`src/rtl/core/ptc_pkg.sv`:
```
// Shared types, register map, op codes and width helpers for the four-channel PWM timer.
// No dependencies; every other file of the block imports this package.
package ptc_pkg;

  localparam int COUNT_WIDTH  = 16;
  localparam int NUM_CHANNELS = 4;
  localparam int NUM_CMP      = 4;
  localparam int PSC_WIDTH    = 16;
  localparam int DATA_WIDTH   = 16;

  typedef logic [COUNT_WIDTH-1:0] cnt_t;
  typedef logic [PSC_WIDTH-1:0]   psc_t;
  typedef logic [DATA_WIDTH-1:0]  data_t;
  typedef logic [1:0]             op_t;
  typedef logic [3:0]             addr_t;
  typedef logic [3:0]             pwm_t;
  typedef logic [2:0]             mode_t;

  localparam op_t OP_TICK  = 2'd0;
  localparam op_t OP_WRITE = 2'd1;
  localparam op_t OP_READ  = 2'd2;

  localparam addr_t REG_CTRL   = 4'd0;
  localparam addr_t REG_IRQEN  = 4'd1;
  localparam addr_t REG_STATUS = 4'd2;
  localparam addr_t REG_EVENT  = 4'd3;
  localparam addr_t REG_MODE0  = 4'd4;
  localparam addr_t REG_MODE1  = 4'd5;
  localparam addr_t REG_OUTEN  = 4'd6;
  localparam addr_t REG_COUNT  = 4'd7;
  localparam addr_t REG_PRESC  = 4'd8;
  localparam addr_t REG_RELOAD = 4'd9;
  localparam addr_t REG_CMP0   = 4'd10;
  localparam addr_t REG_CMP1   = 4'd11;
  localparam addr_t REG_CMP2   = 4'd12;
  localparam addr_t REG_CMP3   = 4'd13;

  localparam mode_t MODE_FORCE = 3'd5;
  localparam mode_t MODE_PWM1  = 3'd6;
  localparam mode_t MODE_PWM2  = 3'd7;

  // Channel setup seen by the output stage.
  typedef struct packed {
    logic [1:0][DATA_WIDTH-1:0] modes;
    data_t                      out_en;
  } pwm_cfg_t;

  typedef logic [NUM_CMP-1:0][COUNT_WIDTH-1:0] cmp_arr_t;

  // Fit a bus word into the counter width (zero-extend or truncate).
  function automatic cnt_t fit_cnt(input data_t d);
    logic [31:0] w;
    w = 32'(d);
    return w[COUNT_WIDTH-1:0];
  endfunction

  // Fit a counter-width value onto the bus (zero-extend or truncate).
  function automatic data_t cnt_to_data(input cnt_t c);
    logic [31:0] w;
    w = 32'(c);
    return w[DATA_WIDTH-1:0];
  endfunction

endpackage

```
`src/rtl/core/ptc_pwm.sv`:
```
// Compare and output stage: derives the four PWM pin levels from count, compares and modes.
// Depends on ptc_pkg.
module ptc_pwm import ptc_pkg::*; (
  input  cnt_t     count,
  input  cmp_arr_t cmp,
  input  pwm_cfg_t cfg,
  output pwm_t     pwm
);

  always_comb begin
    mode_t mode;
    logic  below;
    logic  ref_lvl;
    pwm = '0;
    for (int c = 0; c < 4; c++) begin
      mode    = cfg.modes[c / 2][((c % 2) * 8 + 4) +: 3];
      below   = count < cmp[c];
      unique case (mode)
        MODE_PWM1:  ref_lvl = below;
        MODE_PWM2:  ref_lvl = !below;
        MODE_FORCE: ref_lvl = 1'b1;
        default:    ref_lvl = 1'b0;
      endcase
      // Disabled channel drives low; polarity flips the reference.
      if (c < NUM_CHANNELS && cfg.out_en[4 * c]) begin
        pwm[c] = ref_lvl ^ cfg.out_en[4 * c + 1];
      end
    end
  end

endmodule

```
`config.mk`:
```
export PLATFORM = sky130hd
export DESIGN_NAME = ptc_pwm
export DESIGN_NICKNAME = d
export VERILOG_FILES = /design/src/rtl/core/ptc_pkg.sv /design/src/rtl/core/ptc_pwm.sv
export SDC_FILE = /design/constraint.sdc
export NUM_CORES = 1
export LEC_CHECK = 0
export BUFFER_PORTS_ARGS = -buffer_cell sky130_fd_sc_hd__buf_2
export CAP_MARGIN = 20
export CORE_MARGIN = 2
export CORE_UTILIZATION = 39
export DETAILED_ROUTE_END_ITERATION = 8
export GPL_TIMING_DRIVEN = 0
export PLACE_DENSITY = 0.8
export SYNTH_ARGS = -nofsm -noshare
export SYNTH_HDL_FRONTEND = slang
export SYNTH_SLANG_ARGS = --single-unit
```
`constraint.sdc`:
```
create_clock -name vclk -period 1.4
set_input_delay 0.07 -clock vclk [all_inputs]
set_output_delay 0.07 -clock vclk [all_outputs]
set_load 0.02 [all_outputs]
```
---- After elaboration in Yosys (flattened, before gate mapping) ----
Index checks and enable logic that the tools add are counted.
W data, S select, Z words.
cells by class
  order comparisons ....................... 4
  mux-type cells .......................... 8
  bitwise gates (word level) .............. 4
  equality and inequality tests ........... 12
  reduce and logical (&&, ||, !) cells .... 4
operators by type and width
  cell                  number
  $lt A16 B16 Y1        4
  $eq A3 B3 Y1 const B  12
  $pmux W1 S3           4
  $logic_not A1 Y1      4
  $mux W1               4
  $xor A1 B1 Y1         4
word-level totals
  flip-flop bits (word level) ............. 0

---- Depth between registers and ports, before layout ----
  depth after elaboration ................. 5
  mapped depth ............................ 8
  gate-level depth less buffers ........... 8

---- Least setup slack after synthesis ----
Ideal clock, no wire load.
  path type ............................... input to output
  start point ............................. input port cmp[29] (netlist name)
  end point ............................... output port pwm[1]
  arrival ................................. 1.642 ns
  path slack .............................. -0.312 ns
  path buffers ............................ 0
  stages on the path ...................... 7
  cell sequence ........................... inv_1 ha_1 a211oi_1 o21ai_0 a2111o_1 nand4_1 mux2i_1
on the way
  longest elaborated chain between the ends .. 5
ends and longest elaborated chain
  what                RTL line       RTL
  start: declaration  ptc_pwm.sv:5   input cmp_arr_t cmp,
  $lt A16 B16 Y1 *    ptc_pwm.sv:17  below = count < cmp[c];
  $logic_not A1 Y1    ptc_pwm.sv:20  MODE_PWM2: ref_lvl = !below;
  $pmux W1 S3 *       ptc_pwm.sv:18  unique case (mode)
  $xor A1 B1 Y1 *     ptc_pwm.sv:26  pwm[c] = ref_lvl ^ cfg.out_en[4 * c + 1];
  $mux W1 *           ptc_pwm.sv:25  if (c < NUM_CHANNELS && cfg.out_en[4 * c]) begin
  end: declaration    ptc_pwm.sv:7   output pwm_t pwm
Mark *: on every way between the ends. The rest lies on a longest branch, timed or not.

---- Worst setup path in the final report ----
  start point ............................. input port cmp[49] (netlist name)
  end point ............................... output port pwm[3]
Same word-level chain as after synthesis.

==> reports/metrics.yaml <==
timing:
  slew_violations: 0
  setup_viol: 4
  worstMarginPinSlew_ns: 0.370
  rsz0062_at_grt: "yes"
  hold_violations: 0
  worst_slack_ns: -0.476
  finalCriticalPeriod_ns: 1.88
  max_slew_margin: 0.753
  fmax_mhz: 533
  hold_slack_ns: 0.520
  period_share: 1.34
  setup_tns_ns: -1.58
finish:
  nets: 554
  multi_input_area_um2: 2180
  drive_gt1_frac: 0.519
  seq_cells: 0
  area.growth.synth_to_final_pct: 76.4
  diodes: 0
  seq_area_um2: 0
  clkbuf_count: 0
  fillerInstances: 298
power_and_ir_drop:
  p_per_area_nw_per_um2: 319
  ir_drop_uv: 151
  p_leak_nw: 1.59
setup_path:
  critPathLaunchType: "input port"
  cpPeakStageDelay_ns: 0.44
  end_kind: "output port"
  arrival_ns: 1.81
  crit_required_ns: 1.33
  crit_fanout: 1
  crit_slowest_cell: "a2111oi_4"
  critical_path.cell_chain: "buf_6 > inv_2 > ha_4 > a2111oi_4 > o311ai_2 > mux2i_1 > o2111ai_2 > mux2i_2 > buf_4"
  crit_type: "input port to output port"
run_status:
  violations: "negative setup slack"
  status: "finished with violations"
flow_run:
  max_cap_violations: 0
grt:
  use_met2: 0.448
  grt_max_degree: 5
  grt_pass1_wl_um: 9270
  globalRouteMet1Util: 0.236
  grt_overflow: 0
  grt_use_met3: 0.0124
  antenna_found_initial: 0
  track_usage: 0.212
  top_usage_layer: "met2"
  first_global_vias: 2238
logic_synthesis:
  syn_inst: 257
  synth_top_area_frac: 0.409
  ys_top_cells_by_area: "ha_1 41%, inv_1 13%, mux2i_1 4.4%"
  syn_nets: 445
  ys_warn_count: 0
  synth_seq_area_share: 0
  yosysUniqueCellTypes: 24
  yosysTopAreaCell: "ha_1"
  synth_area_per_cell_um2: 7.14
  syn_area_um2: 1830
route:
  first_pass_iters: 4
  route.detailed.drc: 0
  wl_um: 6570
  vias: 2290
  routedWlPerCell_um: 15.8
  final_antenna_net_count: 0
  viasPerCell: 5.50
  dr.first_iter.drc_count: 65
die:
  dieWidth_um: 72.6
  dieArea_um2: 5270
  fp.coreArea_um2: 4440
  ios: 132
  start_util: 0.413
  die_y_um: 72.6
  rows: 24
clock_tree:
  ctsHoldBuffers: 0
placement:
  io_buffers: 104
  hpwl_um: 4530
  routabilityCongestion: 0.854
worst_hold_path:
  hp-class: "input port to output port"
[cells by family after synthesis]
| family | count (synthesis) | share of synthesized area |
|---|---|---|
| simple gates | 73 | 0.216 |
| buf+inv | 64 | 0.131 |
| fa+ha+maj | 60 | 0.409 |
| compound gates | 52 | 0.200 |
| mux | 8 | 0.0437 |
[stage by stage]
step	util	std cells	area [um^2]	power, mW	setup slack, ns
detailed placement	0.607	413	2700	0.773	-0.577
CTS	0.673	413	2990	0.894	-0.398
finish	0.728	416	3240	1.03	-0.476
floorplan	-	257	2110	0.473	-0.115
global placement	0.607	413	2700	0.741	-0.564
global route	0.728	416	3240	1.13	-0.534
[worst paths after layout]
path / startpoint / endpoint / depth (start not counted)
max: cmp[49] / pwm[3] / 9
min: cfg[1] / pwm[0] / 4
[layout by cell type (no fill, tap or decap), types with 2 or more instances in the layout]
| cell type | Yosys | layout |
|---|---|---|
| mux2i_2 | 0 | 3 |
| and3_1 | 5 | 5 |
| nor2b_1 | 4 | 4 |
| inv_1 | 64 | 44 |
| buf_12 | 0 | 3 |
| inv_4 | 0 | 3 |
| nand2_1 | 17 | 17 |
| inv_2 | 0 | 14 |
| buf_4 | 0 | 8 |
| a21oi_1 | 8 | 6 |
| o2111ai_2 | 0 | 3 |
| ha_4 | 0 | 30 |
| o311ai_4 | 0 | 2 |
| inv_12 | 0 | 3 |
| o311ai_2 | 0 | 2 |
| buf_6 | 0 | 14 |
| nand2b_1 | 12 | 12 |
| a211oi_1 | 8 | 3 |
| and4_1 | 5 | 4 |
| clkbuf_4 | 0 | 2 |
| nand4_1 | 12 | 12 |
| nor2_1 | 7 | 4 |
| nor2_2 | 0 | 3 |
| nand3_1 | 4 | 4 |
| o21ai_1 | 0 | 7 |
| buf_2 | 0 | 79 |
| o21a_1 | 4 | 4 |
| a21oi_2 | 0 | 2 |
| a211oi_2 | 0 | 5 |
| ha_1 | 60 | 30 |
| o21ai_0 | 16 | 4 |
| a2111oi_4 | 0 | 4 |
| a21o_1 | 4 | 4 |
| nor3_1 | 6 | 6 |
| mux2i_1 | 8 | 4 |
| o21ai_2 | 0 | 5 |
[per-layer routing]
| layer | vias up | share of wire |
|---|---|---|
| li1 | 1134 | - |
| met1 | 1041 | 0.37 |
| met2 | 101 | 0.55 |
| met3 | 14 | 0.053 |
| met4 | 0 | 0.026 |
| met5 | - | 0 |
[synth_stat cells]
master and count:
o21ai_0 16, and4_1 5, and3_1 5, mux2i_1 8, a21o_1 4, nor2b_1 4, nor3_1 6, nand4_1 12
a2111oi_0 1, a211oi_1 8, and2_1 1, a2111o_1 1, o21a_1 4, a21oi_1 8, o311ai_1 3, nor2_1 7
inv_1 64, o311ai_0 1, nand2b_1 12, nand2_1 17, nand3_1 4, o2111ai_1 3, ha_1 60, a2111oi_2 3
[power by group]
part | internal (mW) | switching (mW)
sequential | 0 | 0
combinational | 0.537 | 0.496
clock | 0 | 0
total | 0.537 | 0.496
[cell type report]
class,instances,area share
multi-input cells,193,0.674
inverters,64,0.0882
repair buffers,107,0.217
well taps,52,0.0201
[critical path: cells and delay by family]
family | cells | cell delay, ns
adder cells (fa/ha/maj) | 1 | 0.22
multiplexers | 2 | 0.42
AO/OA/AOI/OAI | 3 | 0.75
buffers and inverters | 3 | 0.34
[timing repair]
| item | in CTS | in global routing |
|---|---|---|
| setup endpoints to repair | 4 | 4 |
| gates resized for setup | 54 | 49 |
| pin swaps | 11 | 26 |
| setup buffers | 0 | 3 |
| gates cloned | 0 | 0 |
Power figures use the tool's default switching activity.
